--- src/hw/rtl/multi_revolution_bit_vote_top_macros.svh ---
// Assertion helpers for the bit vote block.
// Both sample on clk and are off while rst_n is low.
`ifndef MULTI_REVOLUTION_BIT_VOTE_TOP_MACROS_SVH
`define MULTI_REVOLUTION_BIT_VOTE_TOP_MACROS_SVH

`define MRBV_CHECK_SAME(label, ante, cons, msg) \
    label: assert property (@(posedge clk) disable iff (!rst_n) (ante) |-> (cons)) \
        else $error(msg);

`define MRBV_CHECK_NEXT(label, ante, cons, msg) \
    label: assert property (@(posedge clk) disable iff (!rst_n) (ante) |=> (cons)) \
        else $error(msg);

`endif

--- src/hw/rtl/mrbv_pkg.sv ---
package mrbv_pkg;

    localparam int MAX_REVS_DEF   = 8;
    localparam int COUNT_BITS_DEF = 20;

    localparam int REV_W      = 4;
    localparam int MASK_W     = 8;
    localparam int VOTE_W     = 8;
    localparam int BYTE_W     = 8;
    localparam int POS_W      = 3;
    localparam int CONF_W     = 7;
    localparam int WEAK_W     = 20;
    localparam int MAJ_W      = 4;
    localparam int CFG_IDX_W  = 1;
    localparam int CFG_DATA_W = 8;

    localparam logic [CFG_IDX_W-1:0] REG_REV_COUNT    = 1'd0;
    localparam logic [CFG_IDX_W-1:0] REG_PRESENT_MASK = 1'd1;

    localparam logic [REV_W-1:0]  REV_COUNT_RST    = 4'd2;
    localparam logic [MASK_W-1:0] PRESENT_MASK_RST = 8'hFF;

    localparam logic [CONF_W-1:0] CONF_TIE = 7'd50;
    localparam int PCT       = 100;
    localparam int DIV_W     = 10;
    localparam int DIV_STEPS = 2;
    localparam int DIV_CYC   = DIV_W / DIV_STEPS;

    typedef struct packed {
        logic             bit_val;
        logic             weak_flag;
        logic             tie;
        logic [MAJ_W-1:0] major;
        logic             last;
    } vote_t;

    typedef struct packed {
        logic [BYTE_W-1:0] data;
        logic [BYTE_W-1:0] weak_bits;
        logic [WEAK_W-1:0] weak_total;
        logic [MAJ_W-1:0]  major;
        logic              tie;
        logic              last;
    } byte_t;

    typedef struct packed {
        logic idle;
        logic busy;
    } out_stat_t;

endpackage

--- src/hw/rtl/mrbv_front.sv ---
module mrbv_front
    import mrbv_pkg::*;
#(
    parameter int MAX_REVS = MAX_REVS_DEF,
    parameter int NW       = $clog2(MAX_REVS + 1)
)
(
    input  logic [REV_W-1:0]  num_revs,
    input  logic [MASK_W-1:0] present_mask,
    input  logic [VOTE_W-1:0] votes,
    input  logic              final_bit,
    output logic [NW-1:0]     n_eff,
    output vote_t             cls
);

    localparam int CMP_W = NW + 2;

    logic [VOTE_W-1:0] act;
    logic [MAJ_W-1:0]  ones;
    logic [MAJ_W-1:0]  zeros;
    logic [MAJ_W-1:0]  major;
    logic [CMP_W-1:0]  maj4;
    logic [CMP_W-1:0]  n3;

    always_comb
    begin
        if (num_revs < REV_W'(2))
        begin
            n_eff = NW'(2);
        end
        else if (32'(num_revs) > MAX_REVS)
        begin
            n_eff = NW'(MAX_REVS);
        end
        else
        begin
            n_eff = NW'(num_revs);
        end
    end

    always_comb
    begin
        ones  = '0;
        zeros = '0;
        for (int r = 0; r < VOTE_W; r++)
        begin
            act[r] = (32'(r) < 32'(n_eff)) && present_mask[r];
            ones   = ones  + MAJ_W'(act[r] &&  votes[r]);
            zeros  = zeros + MAJ_W'(act[r] && !votes[r]);
        end
    end

    assign major = (zeros > ones) ? zeros : ones;
    assign maj4  = CMP_W'(major) << 2;
    assign n3    = (CMP_W'(n_eff) << 1) + CMP_W'(n_eff);

    assign cls.bit_val   = ones > zeros;
    assign cls.tie       = ones == zeros;
    assign cls.major     = major;
    assign cls.last      = final_bit;
    assign cls.weak_flag = (ones == zeros)
                        || ((ones != '0) && (zeros != '0) && (maj4 < n3));

endmodule

--- src/hw/rtl/mrbv_fifo.sv ---
module mrbv_fifo
    import mrbv_pkg::*;
(
    input  logic  clk,
    input  logic  rst_n,
    input  logic  push,
    input  vote_t push_data,
    output logic  full,
    input  logic  pop,
    output logic  not_empty,
    output vote_t head
);

    localparam int DEPTH = 2;

    vote_t      mem_reg [DEPTH];
    logic       wr_ptr_reg;
    logic       wr_ptr_next;
    logic       rd_ptr_reg;
    logic       rd_ptr_next;
    logic [1:0] cnt_reg;
    logic [1:0] cnt_next;

    assign full      = cnt_reg == 2'(DEPTH);
    assign not_empty = cnt_reg != 2'd0;
    assign head      = mem_reg[rd_ptr_reg];

    always_comb
    begin
        wr_ptr_next = wr_ptr_reg ^ push;
        rd_ptr_next = rd_ptr_reg ^ pop;
        cnt_next    = cnt_reg + 2'(push) - 2'(pop);
    end

    always_ff @(posedge clk)
    begin
        if (push)
        begin
            mem_reg[wr_ptr_reg] <= push_data;
        end
    end

    always_ff @(posedge clk or negedge rst_n)
    begin
        if (!rst_n)
        begin
            wr_ptr_reg <= 1'b0;
            rd_ptr_reg <= 1'b0;
            cnt_reg    <= 2'd0;
        end
        else
        begin
            wr_ptr_reg <= wr_ptr_next;
            rd_ptr_reg <= rd_ptr_next;
            cnt_reg    <= cnt_next;
        end
    end

endmodule

--- src/hw/rtl/mrbv_back.sv ---
module mrbv_back
    import mrbv_pkg::*;
#(
    parameter int COUNT_BITS = COUNT_BITS_DEF
)
(
    input  logic      clk,
    input  logic      rst_n,
    input  logic      head_valid,
    input  vote_t     head,
    input  out_stat_t stat,
    output logic      pop,
    output logic      load,
    output byte_t     byte_out
);

    logic [BYTE_W-1:0]     data_shift_reg;
    logic [BYTE_W-1:0]     data_shift_next;
    logic [BYTE_W-1:0]     weak_shift_reg;
    logic [BYTE_W-1:0]     weak_shift_next;
    logic [POS_W-1:0]      bit_pos_reg;
    logic [POS_W-1:0]      bit_pos_next;
    logic [COUNT_BITS-1:0] weak_cnt_reg;
    logic [COUNT_BITS-1:0] weak_cnt_next;

    logic [BYTE_W-1:0]     slot;
    logic [BYTE_W-1:0]     data_new;
    logic [BYTE_W-1:0]     weak_new;
    logic [COUNT_BITS-1:0] cnt_new;
    logic                  closing;

    assign slot     = BYTE_W'(8'h80) >> bit_pos_reg;
    assign data_new = data_shift_reg | (head.bit_val ? slot : '0);
    assign weak_new = weak_shift_reg | (head.weak_flag ? slot : '0);
    assign cnt_new  = weak_cnt_reg + COUNT_BITS'(head.weak_flag && (weak_cnt_reg != '1));
    assign closing  = head.last || (bit_pos_reg == POS_W'(BYTE_W - 1));

    assign pop  = head_valid && (!closing || stat.idle);
    assign load = pop && closing;

    assign byte_out.data       = data_new;
    assign byte_out.weak_bits  = weak_new;
    assign byte_out.weak_total = WEAK_W'(cnt_new);
    assign byte_out.major      = head.major;
    assign byte_out.tie        = head.tie;
    assign byte_out.last       = head.last;

    always_comb
    begin
        data_shift_next = data_shift_reg;
        weak_shift_next = weak_shift_reg;
        bit_pos_next    = bit_pos_reg;
        weak_cnt_next   = weak_cnt_reg;
        if (pop)
        begin
            bit_pos_next  = bit_pos_reg + POS_W'(1);
            weak_cnt_next = cnt_new;
            if (closing)
            begin
                data_shift_next = '0;
                weak_shift_next = '0;
                if (head.last)
                begin
                    bit_pos_next  = '0;
                    weak_cnt_next = '0;
                end
            end
            else
            begin
                data_shift_next = data_new;
                weak_shift_next = weak_new;
            end
        end
    end

    always_ff @(posedge clk or negedge rst_n)
    begin
        if (!rst_n)
        begin
            data_shift_reg <= '0;
            weak_shift_reg <= '0;
            bit_pos_reg    <= '0;
            weak_cnt_reg   <= '0;
        end
        else
        begin
            data_shift_reg <= data_shift_next;
            weak_shift_reg <= weak_shift_next;
            bit_pos_reg    <= bit_pos_next;
            weak_cnt_reg   <= weak_cnt_next;
        end
    end

endmodule

--- src/hw/rtl/mrbv_out.sv ---
module mrbv_out
    import mrbv_pkg::*;
#(
    parameter int MAX_REVS = MAX_REVS_DEF,
    parameter int NW       = $clog2(MAX_REVS + 1)
)
(
    input  logic              clk,
    input  logic              rst_n,
    input  logic              load,
    input  byte_t             byte_in,
    input  logic [NW-1:0]     n_eff,
    output out_stat_t         stat,
    output logic              out_valid,
    input  logic              out_ready,
    output logic [BYTE_W-1:0] data_byte,
    output logic [BYTE_W-1:0] weak_byte,
    output logic [CONF_W-1:0] confidence,
    output logic [WEAK_W-1:0] weak_total,
    output logic              track_end
);

    localparam int RW    = NW + 1;
    localparam int CNT_W = $clog2(DIV_CYC);

    localparam logic [1:0] ST_IDLE = 2'd0;
    localparam logic [1:0] ST_DIV  = 2'd1;
    localparam logic [1:0] ST_HOLD = 2'd2;

    logic [1:0]       state_reg;
    logic [1:0]       state_next;
    logic [CNT_W-1:0] step_reg;
    logic [CNT_W-1:0] step_next;

    byte_t            hold_reg;
    logic [DIV_W-1:0] quot_reg;
    logic [DIV_W-1:0] quot_next;
    logic [RW-1:0]    rem_reg;
    logic [RW-1:0]    rem_next;

    always_comb
    begin
        logic [RW-1:0]    t;
        logic [DIV_W-1:0] q;
        logic [RW-1:0]    r;
        q = quot_reg;
        r = rem_reg;
        for (int s = 0; s < DIV_STEPS; s++)
        begin
            t = {r[RW-2:0], q[DIV_W-1]};
            if (t >= RW'(n_eff))
            begin
                r = t - RW'(n_eff);
                q = {q[DIV_W-2:0], 1'b1};
            end
            else
            begin
                r = t;
                q = {q[DIV_W-2:0], 1'b0};
            end
        end
        quot_next = q;
        rem_next  = r;
    end

    always_comb
    begin
        state_next = state_reg;
        step_next  = step_reg;
        case (state_reg)
            ST_IDLE:
            begin
                if (load)
                begin
                    state_next = ST_DIV;
                    step_next  = '0;
                end
            end
            ST_DIV:
            begin
                step_next = step_reg + CNT_W'(1);
                if (step_reg == CNT_W'(DIV_CYC - 1))
                begin
                    state_next = ST_HOLD;
                end
            end
            ST_HOLD:
            begin
                if (out_ready)
                begin
                    state_next = ST_IDLE;
                end
            end
            default:
            begin
                state_next = ST_IDLE;
            end
        endcase
    end

    always_ff @(posedge clk or negedge rst_n)
    begin
        if (!rst_n)
        begin
            state_reg <= ST_IDLE;
            step_reg  <= '0;
        end
        else
        begin
            state_reg <= state_next;
            step_reg  <= step_next;
        end
    end

    always_ff @(posedge clk)
    begin
        if ((state_reg == ST_IDLE) && load)
        begin
            hold_reg <= byte_in;
            quot_reg <= DIV_W'(byte_in.major) * DIV_W'(PCT);
            rem_reg  <= '0;
        end
        else if (state_reg == ST_DIV)
        begin
            quot_reg <= quot_next;
            rem_reg  <= rem_next;
        end
    end

    assign stat.idle = state_reg == ST_IDLE;
    assign stat.busy = state_reg == ST_DIV;

    assign out_valid  = state_reg == ST_HOLD;
    assign data_byte  = hold_reg.data;
    assign weak_byte  = hold_reg.weak_bits;
    assign weak_total = hold_reg.weak_total;
    assign track_end  = hold_reg.last;
    assign confidence = hold_reg.tie ? CONF_TIE : CONF_W'(quot_reg);

endmodule

--- src/hw/rtl/multi_revolution_bit_vote_top.sv ---
// Merges one track bit position per input beat from up to eight revolutions.
// Input channel: votes (bit r from revolution r) and final_bit, on in_valid /
// in_ready. Output channel: one beat per completed byte or at the final bit,
// carrying data_byte, weak_byte, confidence, weak_total and track_end, on
// out_valid / out_ready.
// Config: cfg_we writes cfg_data into register cfg_index (0: revolution count,
// 1: present mask); write only while the block is idle.
// A beat is classified on entry and waits in a two-entry queue; the packer
// takes one queued beat per cycle, so bit positions flow at one per cycle
// while no closing beat waits for the output stage. Closing a byte starts a
// confidence divide (2 quotient bits per cycle); the output beat is then held
// until out_ready. The packer only closes the next byte once the output stage
// is empty, so a new byte cannot close while the last one is still dividing
// or waiting for the receiver.
// A stalled receiver holds the output beat; the queue then fills and in_ready
// drops. Reset clears the partial byte, bit position, weak count, queue and
// output stage and loads revolution count 2 and present mask all ones.
module multi_revolution_bit_vote_top
    import mrbv_pkg::*;
#(
    parameter int MAX_REVS   = MAX_REVS_DEF,
    parameter int COUNT_BITS = COUNT_BITS_DEF
)
(
    input  logic                  clk,
    input  logic                  rst_n,
    input  logic                  cfg_we,
    input  logic [CFG_IDX_W-1:0]  cfg_index,
    input  logic [CFG_DATA_W-1:0] cfg_data,
    input  logic                  in_valid,
    output logic                  in_ready,
    input  logic [VOTE_W-1:0]     votes,
    input  logic                  final_bit,
    output logic                  out_valid,
    input  logic                  out_ready,
    output logic [BYTE_W-1:0]     data_byte,
    output logic [BYTE_W-1:0]     weak_byte,
    output logic [CONF_W-1:0]     confidence,
    output logic [WEAK_W-1:0]     weak_total,
    output logic                  track_end
);

`include "multi_revolution_bit_vote_top_macros.svh"

    localparam int NW = $clog2(MAX_REVS + 1);

    logic [REV_W-1:0]  num_revs_reg;
    logic [REV_W-1:0]  num_revs_next;
    logic [MASK_W-1:0] present_mask_reg;
    logic [MASK_W-1:0] present_mask_next;

    logic [NW-1:0] n_eff;
    vote_t         cls;
    vote_t         head;
    logic          q_full;
    logic          q_not_empty;
    logic          push;
    logic          pop;
    logic          load;
    byte_t         byte_bus;
    out_stat_t     stat;

    always_comb
    begin
        num_revs_next     = num_revs_reg;
        present_mask_next = present_mask_reg;
        if (cfg_we)
        begin
            case (cfg_index)
                REG_REV_COUNT:    num_revs_next     = cfg_data[REV_W-1:0];
                REG_PRESENT_MASK: present_mask_next = cfg_data[MASK_W-1:0];
                default:          num_revs_next     = num_revs_reg;
            endcase
        end
    end

    always_ff @(posedge clk or negedge rst_n)
    begin
        if (!rst_n)
        begin
            num_revs_reg     <= REV_COUNT_RST;
            present_mask_reg <= PRESENT_MASK_RST;
        end
        else
        begin
            num_revs_reg     <= num_revs_next;
            present_mask_reg <= present_mask_next;
        end
    end

    assign in_ready = !q_full;
    assign push     = in_valid && !q_full;

    mrbv_front #(
        .MAX_REVS (MAX_REVS),
        .NW       (NW)
    ) u_front (
        .num_revs     (num_revs_reg),
        .present_mask (present_mask_reg),
        .votes        (votes),
        .final_bit    (final_bit),
        .n_eff        (n_eff),
        .cls          (cls)
    );

    mrbv_fifo u_fifo (
        .clk       (clk),
        .rst_n     (rst_n),
        .push      (push),
        .push_data (cls),
        .full      (q_full),
        .pop       (pop),
        .not_empty (q_not_empty),
        .head      (head)
    );

    mrbv_back #(
        .COUNT_BITS (COUNT_BITS)
    ) u_back (
        .clk        (clk),
        .rst_n      (rst_n),
        .head_valid (q_not_empty),
        .head       (head),
        .stat       (stat),
        .pop        (pop),
        .load       (load),
        .byte_out   (byte_bus)
    );

    mrbv_out #(
        .MAX_REVS (MAX_REVS),
        .NW       (NW)
    ) u_out (
        .clk        (clk),
        .rst_n      (rst_n),
        .load       (load),
        .byte_in    (byte_bus),
        .n_eff      (n_eff),
        .stat       (stat),
        .out_valid  (out_valid),
        .out_ready  (out_ready),
        .data_byte  (data_byte),
        .weak_byte  (weak_byte),
        .confidence (confidence),
        .weak_total (weak_total),
        .track_end  (track_end)
    );

    `MRBV_CHECK_SAME(a_conf_range, out_valid, confidence <= CONF_W'(PCT), "confidence above 100")
    `MRBV_CHECK_SAME(a_full_by_push, $fell(in_ready), $past(push), "queue filled without a push")
    `MRBV_CHECK_SAME(a_out_after_div, $rose(out_valid), $past(stat.busy), "result without divide")
    `MRBV_CHECK_NEXT(a_out_drains, out_valid && out_ready, !out_valid, "output beat repeated")

endmodule

--- config.mk ---
export PLATFORM = sky130hd
export DESIGN_NAME = multi_revolution_bit_vote_top
export DESIGN_NICKNAME = d
export VERILOG_FILES = /design/src/hw/rtl/mrbv_pkg.sv /design/src/hw/rtl/mrbv_front.sv /design/src/hw/rtl/mrbv_fifo.sv /design/src/hw/rtl/mrbv_back.sv /design/src/hw/rtl/mrbv_out.sv /design/src/hw/rtl/multi_revolution_bit_vote_top.sv
export VERILOG_INCLUDE_DIRS = /design/src /design/src/hw/rtl
export SDC_FILE = /design/constraint.sdc
export NUM_CORES = 1
export LEC_CHECK = 0
export BUFFER_PORTS_ARGS = -buffer_cell sky130_fd_sc_hd__buf_2
export CORE_UTILIZATION = 60
export DETAILED_ROUTE_END_ITERATION = 10
export HOLD_SLACK_MARGIN = 0.15
export PLACE_DENSITY = 0.81
export SKIP_LAST_GASP = 1
export SLEW_MARGIN = 20
export SYNTH_ARGS = -nofsm -noshare
export SYNTH_HDL_FRONTEND = slang
export SYNTH_SLANG_ARGS = --single-unit
--- constraint.sdc ---
create_clock -name clk -period 9.35 [get_ports clk]
set_clock_uncertainty 0.2 [all_clocks]
set_input_delay 1.87 -clock clk [delete_from_list [all_inputs] [get_ports clk]]
set_output_delay 1.87 -clock clk [all_outputs]
set_load 0.1 [all_outputs]
Yosys cells after proc, flatten, opt, wreduce, memory -nomap -nowiden --
Memory sizes are Yosys's and may differ from the RTL's. Index checks and enable logic that the tools add are counted. W data, S select, Z words.
Cells by class: order comparisons 15, muxes and demuxes 26, reductions and logical operators 54, equality and inequality tests 10, $add $sub $neg 22, bitwise operators 5, shift operators 1, multipliers 1
Operators by type and width (count):
- $add A4 B1 Y4 | 12
- $mux W20 | 2
- $mux W8 | 4
- $logic_and A1 B1 Y1 | 31
- $add A20 B1 Y20 | 1
- $mux W10 | 2
- $mux W4 | 5
- $ne A20 B20 Y1 const B | 1
- $lt A3 B4 Y1 const A | 4
- $or A8 B8 Y8 | 2
- $ge A5 B4 Y1 | 2
- $logic_not A1 Y1 | 10
- $mux W3 | 3
- $gt A4 B4 Y1 | 2
- $lt A1 B4 Y1 const A | 2
- $lt A2 B4 Y1 const A | 2
- $mul A4 B5 Y8 const B | 1
- $reduce_bool A4 Y1 | 2
- $shr A8 B3 Y8 const A | 1
- $sub A4 B4 Y4 | 2
- $mux W7 | 1
- $add A3 B1 Y3 const B | 2
- $add A5 B4 Y6 | 1
- $eq A3 B3 Y1 const B | 2
- other kinds (21) | 37
Word-level totals: output and inout bits 46, register bits 112, memories 1, RAM bits 16
Memories:
- u_fifo.mem_reg | depth 2, bits a word 8, rd ports 1, clocked after Yosys merged registers in 0, wr ports 1, RTL line mrbv_fifo.sv:16 | vote_t mem_reg [DEPTH];

Longest topological paths before layout --
Gate-level depths: netlist of the first run.
depth after elaboration 18, mapped depth 22

Cells and area by module --
Synthesis of the first run repeated with hierarchy kept, for this count alone.
Unflattened totals: cells, all modules 655, area total of the unflattened synthesis 7513.5 µm²
Modules (own cells, without submodules):
- mrbv_out | cells an instance 204, area an instance 2807.7 µm², seq. area each 1626.6 µm², times used 1
- mrbv_back | cells an instance 255, area an instance 2412.3 µm², seq. area each 975.9 µm², times used 1
- mrbv_front | cells an instance 127, area an instance 989.7 µm², seq. area each 0.0 µm², times used 1
- mrbv_fifo | cells an instance 41, area an instance 822.0 µm², seq. area each 580.6 µm², times used 1
- multi_revolution_bit_vote_top | cells an instance 28, area an instance 481.7 µm², seq. area each 311.5 µm², times used 1

Least setup slack after synthesis of the first run --
Ideal clock, no wire load.
kind in2reg, start in votes[6], end mem u_fifo.mem_reg[0][6] (netlist bit) (data pin), data required time 9.013 ns, cell stages on the path 18, buffers on the path 0, slack 2.734 ns, arrival time 6.280 ns, setup time 0.137 ns, cell sequence or3b_2 > fa_1 > fa_1 > inv_1 > fa_1 > inv_1 > fa_1 > inv_1 > ha_1 > a21oi_1 > nand2_1 > a31oi_1 > nand2b_1 > mux2i_1 > ha_1 > a21o_1 > a21oi_1 > a41o_1
RTL lines:
- from (decl) | RTL line multi_revolution_bit_vote_top.sv:32 | input logic [VOTE_W-1:0] votes,
- to (decl) | RTL line mrbv_fifo.sv:16

==> results of run 1 <==
[worst min-delay path, stage by stage (launching register included)]
cell and delay, ps:
dfxtp_1 320, nand3_1 70, nand2_1 50
[placed cells by master (no fill, tap or decap), types with 13 or more instances in the layout]
| cell | count |
|---|---|
| xnor2_1 | 19 |
| nor2_1 | 35 |
| nand3_1 | 13 |
| ha_1 | 44 |
| dfrtp_1 | 51 |
| inv_1 | 39 |
| edfxtp_1 | 62 |
| buf_2 | 68 |
| a31oi_1 | 18 |
| clkbuf_16 | 17 |
| nand2_1 | 53 |
| mux2_2 | 18 |
| o21ai_0 | 39 |
| a21o_1 | 23 |
[cell families (layout without fill, tap and decap cells)]
logic type               count (synthesis)  in the layout  synth area share
adder cells (fa/ha/maj)                 56             56             0.112
AO/OA/AOI/OAI                          121            121             0.113
buffers and inverters                   99            145            0.0772
multiplexers                            30             30            0.0474
flip-flops                             128            128             0.494
AND/OR/NAND/NOR                        167            167             0.119
XOR/XNOR                                31             31            0.0383
[layer usage]
layer / up-vias / part of all wire / global-route usage
met5: - / 0 / 0
met4: 0 / 0.018 / 0.104
met3: 18 / 0.035 / 0.0516
met2: 104 / 0.52 / 0.388
met1: 2276 / 0.42 / 0.268
li1: 2244 / - / -
[cell type report]
cell class              instances  share of cell area
clock buffers                  17              0.0545
clock inverters                15              0.0186
inverters                      43              0.0216
multi-input cells             405               0.389
flip-flops and latches        128               0.448
well taps                     143              0.0229
repair buffers                 70              0.0455
[synthesized netlist by cell type, types with 12 or more instances]
cell type	number
edfxtp_1	62
nand2_1	53
dfrtp_1	51
ha_1	44
inv_1	39
o21ai_0	39
buf_4	37
nor2_1	35
a21o_1	23
xnor2_1	19
a31oi_1	18
mux2_2	18
nand3_1	13
a21oi_1	12
and2_1	12
fa_1	12
xor2_1	12
[stage by stage]
stage | area (um2) | hold WS [ps] | setup slack (ps) | util
6_report | 7810 | 284 | 2560 | 0.681
5_1_grt | 7810 | 305 | 2360 | 0.681
4_1_cts | 7810 | 286 | 2610 | 0.681
3_5_place_dp | 7240 | 273 | 2180 | 0.631
3_3_place_gp | 7240 | 255 | 2490 | 0.631
2_1_floorplan | 7080 | 226 | 2730 | -
[worst min path at each step]
stage                                         startpoint                                   end  slack [ps]
finish                    u_out.quot_reg[0]$_SDFFE_PP0P_        u_out.quot_reg[0]$_SDFFE_PP0P_         280
global placement           u_out.rem_reg[3]$_SDFFE_PP0P_         u_out.rem_reg[3]$_SDFFE_PP0P_         250
floorplan                  u_out.rem_reg[3]$_SDFFE_PP0P_         u_out.rem_reg[3]$_SDFFE_PP0P_         230
CTS                       u_out.quot_reg[0]$_SDFFE_PP0P_        u_out.quot_reg[0]$_SDFFE_PP0P_         290
global route              u_out.quot_reg[0]$_SDFFE_PP0P_        u_out.quot_reg[0]$_SDFFE_PP0P_         300
detailed placement  u_back.weak_shift_reg[0]$_DFFE_PN0P_  u_back.weak_shift_reg[0]$_DFFE_PN0P_         270
==> flow_metrics.env, run 1 <==
export IMPL_fin_crit_sh=0.726
export IMPL_cts_htree_levels=4
export IMPL_hold_path_cell_count=2
export IMPL_hold_path_class="register to register"
export IMPL_portBuffers=68
export IMPL_yosys_warnings=0
export IMPL_area_growth_pct=10.3
export IMPL_grt_pass1_vias=4579
export IMPL_critPathCapture="u_fifo.mem_reg[1][6]$_DFFE_PP_"
export IMPL_grt_first_pass_wirelength_mm=21.8
export IMPL_path_class="input pin to register"
export IMPL_ys_seq_area_frac=0.494
export IMPL_ys_types=58
export IMPL_async_flop_share=0.469
export IMPL_layout_nets=744
export IMPL_fin_tns_setup_ps=0
export IMPL_grt_max_degree=61
export IMPL_fmax_mhz=147
export IMPL_slew_headroom=0.481
export IMPL_pin_count=69
export IMPL_numClockSinks=128
export IMPL_hold_violations=0
export IMPL_synth_seq_cells=128
export IMPL_antenna_cells=0
export IMPL_end_kind="register"
export IMPL_crit_start="votes[6]"
export IMPL_regToRegSetupSlack_ps=3020
export IMPL_path_depth=19
export IMPL_dp_final_hpwl_mm=9.04
export IMPL_syn_inst=632
export IMPL_finalSetupViolCount=0
export IMPL_netlist_area_leader_share=0.263
export IMPL_die_w_um=111
export IMPL_die_h_um=111
export IMPL_slowest_stage="fa_1"
export IMPL_grt_util_all_layers=0.225
export IMPL_arrival_ps=6870
export IMPL_final_max_slew_violation_count=0
export IMPL_crit_path_max_fanout=4
export IMPL_path_clk_slew_ps=50
export IMPL_antenna_found_initial=0
export IMPL_synth_edf_count=62
export IMPL_drive_above_1_share=0.215
export IMPL_routedWlPerCell_um=15.8
export IMPL_maxCapViolations=0
export IMPL_initial_core_util=0.617
export IMPL_drcViolationCount=0
export IMPL_finalWirelength_mm=13.0
export IMPL_worstSetupStartpointType="input pin"
export IMPL_grt_overflow=0
export IMPL_worstReg2RegStart="num_revs_reg[3]$_DFFE_PN0P_"
export IMPL_timing_rr_end="u_fifo.mem_reg[1][6]$_DFFE_PP_"
export IMPL_crit_chain="buf_2, or3b_2, fa_1, fa_1, inv_1, fa_1, inv_1, fa_1, inv_1, ha_1, a21oi_1, nand2_1, a31oi_1, nand2b_1, mux2i_1, ha_1, a21o_1, a21oi_1, a41o_1"
export IMPL_crit_buf_inv=4
export IMPL_synth_area_mm2=0.00708
export IMPL_worst_pin_slew_ps=779
export IMPL_fillers=838
export IMPL_worstPathRequired_ps=9430
export IMPL_worstSkewPairLatency_ps=420
export IMPL_period_needed_ps=6790
export IMPL_seqCellArea_mm2=0.00349
export IMPL_critPathMaxStageDelay_ps=540
export IMPL_core_area_mm2=0.0115
export IMPL_dieArea_mm2=0.0122
export IMPL_cp_common_cell="fa_1"
export IMPL_post_cts_buffers=0
export IMPL_hold_buffers=0
export IMPL_drtIter0Drc=244
export IMPL_rsz0062_at_grt="no"
export IMPL_status="completed"
export IMPL_fin_cells=821
export IMPL_syn_nets=711
export IMPL_cts_resized=0
export IMPL_worstRegToRegCells=21
export IMPL_cts_tree="done"
export IMPL_ant_nets=0
export IMPL_critical_path_top_delay_family="adder cells"
export IMPL_dr_pass1_iters=4
export IMPL_avgSynthCellArea_um2=11.2
export IMPL_placedCellCount=789
export IMPL_vias=4642
export IMPL_cts_root_buf="clkbuf_16"
export IMPL_synth_area_leaders="edfxtp_1 26%, dfrtp_1 18%, ha_1 7.8%"
export IMPL_rows=39
export IMPL_numCtsBuffers=17
export IMPL_yosys_area_top_type="edfxtp_1"
export IMPL_gp_congestion=0.819
export IMPL_multi_input_area_mm2=0.00304
export IMPL_clk_path_buf_depth=2
export IMPL_ys_flop_type="edfxtp_1"
export IMPL_routed_via_density=5.65
Power of run 1 is left out: the tool's default activity adds up to more than one toggle a clock period on the data nets, which glitch-free logic cannot reach.
==> inputs of run 2 (changes only) <==
CORE_UTILIZATION = 54   (was 60)
PLACE_DENSITY = 0.77   (was 0.81)
clock period = 6.2 ns   (was 9.35 ns; I/O delays follow)
==> run 2 against run 1 <==
  * Final area grew 2.1%
  * Cell count rose by 4.5%
  * Critical path depth is the same
  * First-iteration DRC count is 11% higher
  * Non-clock buffer count grew 8
==> flow_metrics.env, run 2 (same netlist as run 1, synthesis figures left out) <==
export IMPL_drtIter0Drc=270
export IMPL_grt_pass1_vias=4619
export IMPL_crit_chain="buf_2, or3b_2, fa_1, fa_1, inv_1, fa_1, inv_1, fa_1, inv_1, ha_1, a21oi_1, nand2_1, a31oi_1, nand2b_2, mux2i_2, ha_1, a21o_1, a21oi_1, a41o_1"
export IMPL_fin_crit_sh=0.950
export IMPL_rsz0062_at_grt="no"
export IMPL_vias=4676
export IMPL_portBuffers=68
export IMPL_fin_util=0.626
export IMPL_worstSetupStartpointType="input pin"
export IMPL_worst_pin_slew_ps=793
export IMPL_fillers=1039
export IMPL_rows=41
export IMPL_hold_path_class="register to register"
export IMPL_period_needed_ps=5890
export IMPL_grt_max_degree=61
export IMPL_die_w_um=117
export IMPL_area_growth_pct=12.5
export IMPL_drcViolationCount=0
export IMPL_routedWlPerCell_um=15.1
export IMPL_antenna_found_initial=0
export IMPL_finalWirelength_mm=12.9
export IMPL_core_area_mm2=0.0127
export IMPL_grt_util_all_layers=0.210
export IMPL_initial_core_util=0.557
export IMPL_crit_path_max_fanout=4
export IMPL_routed_via_density=5.45
export IMPL_final_cell_mix="68 x buf_2, 62 x edfxtp_1, 53 x nand2_1"
export IMPL_globalRouteMet3Util=0.0550
export IMPL_critPathMaxStageDelay_ps=560
export IMPL_grt_first_pass_wirelength_mm=21.6
export IMPL_end_kind="register"
export IMPL_ant_nets=0
export IMPL_grt_overflow=0
export IMPL_arrival_ps=5970
export IMPL_slew_headroom=0.471
export IMPL_final_common_cell="buf_2"
export IMPL_finalSetupViolCount=0
export IMPL_seqCellArea_mm2=0.00349
export IMPL_grt_busiest_layer="met2"
export IMPL_gp_congestion=0.829
export IMPL_path_clk_slew_ps=60
export IMPL_dieArea_mm2=0.0136
export IMPL_cts_tree="done"
export IMPL_dr_pass1_iters=5
export IMPL_fin_tns_setup_ps=0
export IMPL_grtUsageMet2=0.358
export IMPL_numClockSinks=128
export IMPL_maxCapViolations=0
export IMPL_worstPathRequired_ps=6280
export IMPL_cp_common_cell="fa_1"
export IMPL_slowest_stage="fa_1"
export IMPL_drive_above_1_share=0.227
export IMPL_numCtsBuffers=17
export IMPL_clk_path_buf_depth=2
export IMPL_regToRegSetupSlack_ps=360
export IMPL_worstSkewPairLatency_ps=420
export IMPL_fmax_mhz=170
export IMPL_layout_nets=752
export IMPL_multi_input_area_mm2=0.00305
export IMPL_grt_met1_usage=0.252
export IMPL_pin_count=69
export IMPL_fin_area_mm2=0.00797
export IMPL_final_max_slew_violation_count=0
export IMPL_cts_root_buf="clkbuf_16"
export IMPL_dp_final_hpwl_mm=9.00
export IMPL_status="completed"
export IMPL_cts_htree_levels=4
export IMPL_antenna_cells=0
export IMPL_die_h_um=117
export IMPL_hold_violations=0
export IMPL_post_dp_cell_area_mm2=0.00733
export IMPL_path_class="input pin to register"
==> run 2: metrics by stage <==
| step | hold slack, ps | instances | worst slack, ps |
|---|---|---|---|
| 2_1_floorplan | 226 | 632 | 214 |
| 3_3_place_gp | 254 | 826 | 73.0 |
| 3_5_place_dp | 263 | 826 | -182 |
| 4_1_cts | 277 | 858 | 255 |
| 5_1_grt | 304 | 858 | 58.6 |
| 6_report | 269 | 858 | 309 |
==> run 2: area by class of cell <==
class                      count  share of cell area
multi-input combinational    405               0.382
timing repair buffer          78              0.0521
sequential                   128               0.439
clock inverter                13              0.0234
tap                          172              0.0270
inverter                      43              0.0212
clock buffer                  19              0.0556
==> run 2: what timing repair did <==
action / CTS / global route
hold buffers: 0 / 0
endpoints found under the setup margin: 0 / 2
setup buffers: 0 / 0
gates resized for setup: 0 / 2
==> run 2: per-layer routing <==
metal  vias up  wire length (um)
met1      2254              5700
li1       2263                 -
met4         0               199
met5         -                 0
met2       135              6510
met3        24               524
==> run 2: worst paths after layout <==
path,endpoint,start,cells past startpoint
max in group asynchronous,u_back.weak_cnt_reg[10]$_DFFE_PN0P_,rst_n,2
hold / removal,u_out.rem_reg[3]$_SDFFE_PP0P_,u_out.rem_reg[3]$_SDFFE_PP0P_,2
setup / recovery,u_fifo.mem_reg[0][6]$_DFFE_PP_,votes[6],19
min in group asynchronous,num_revs_reg[3]$_DFFE_PN0P_,rst_n,2
hold reg to reg,u_out.rem_reg[3]$_SDFFE_PP0P_,u_out.rem_reg[3]$_SDFFE_PP0P_,2
setup reg to reg,u_fifo.mem_reg[0][6]$_DFFE_PP_,num_revs_reg[1]$_DFFE_PN1P_,20
==> run 2: critical path, delay by kind of cell <==
family          cells  cell delay (ps)
compound gates      5              890
fa+ha+maj           6             2490
buf+inv             4              330
mux                 1              270
simple gates        3              760
Power of run 2 is left out for the same reason.
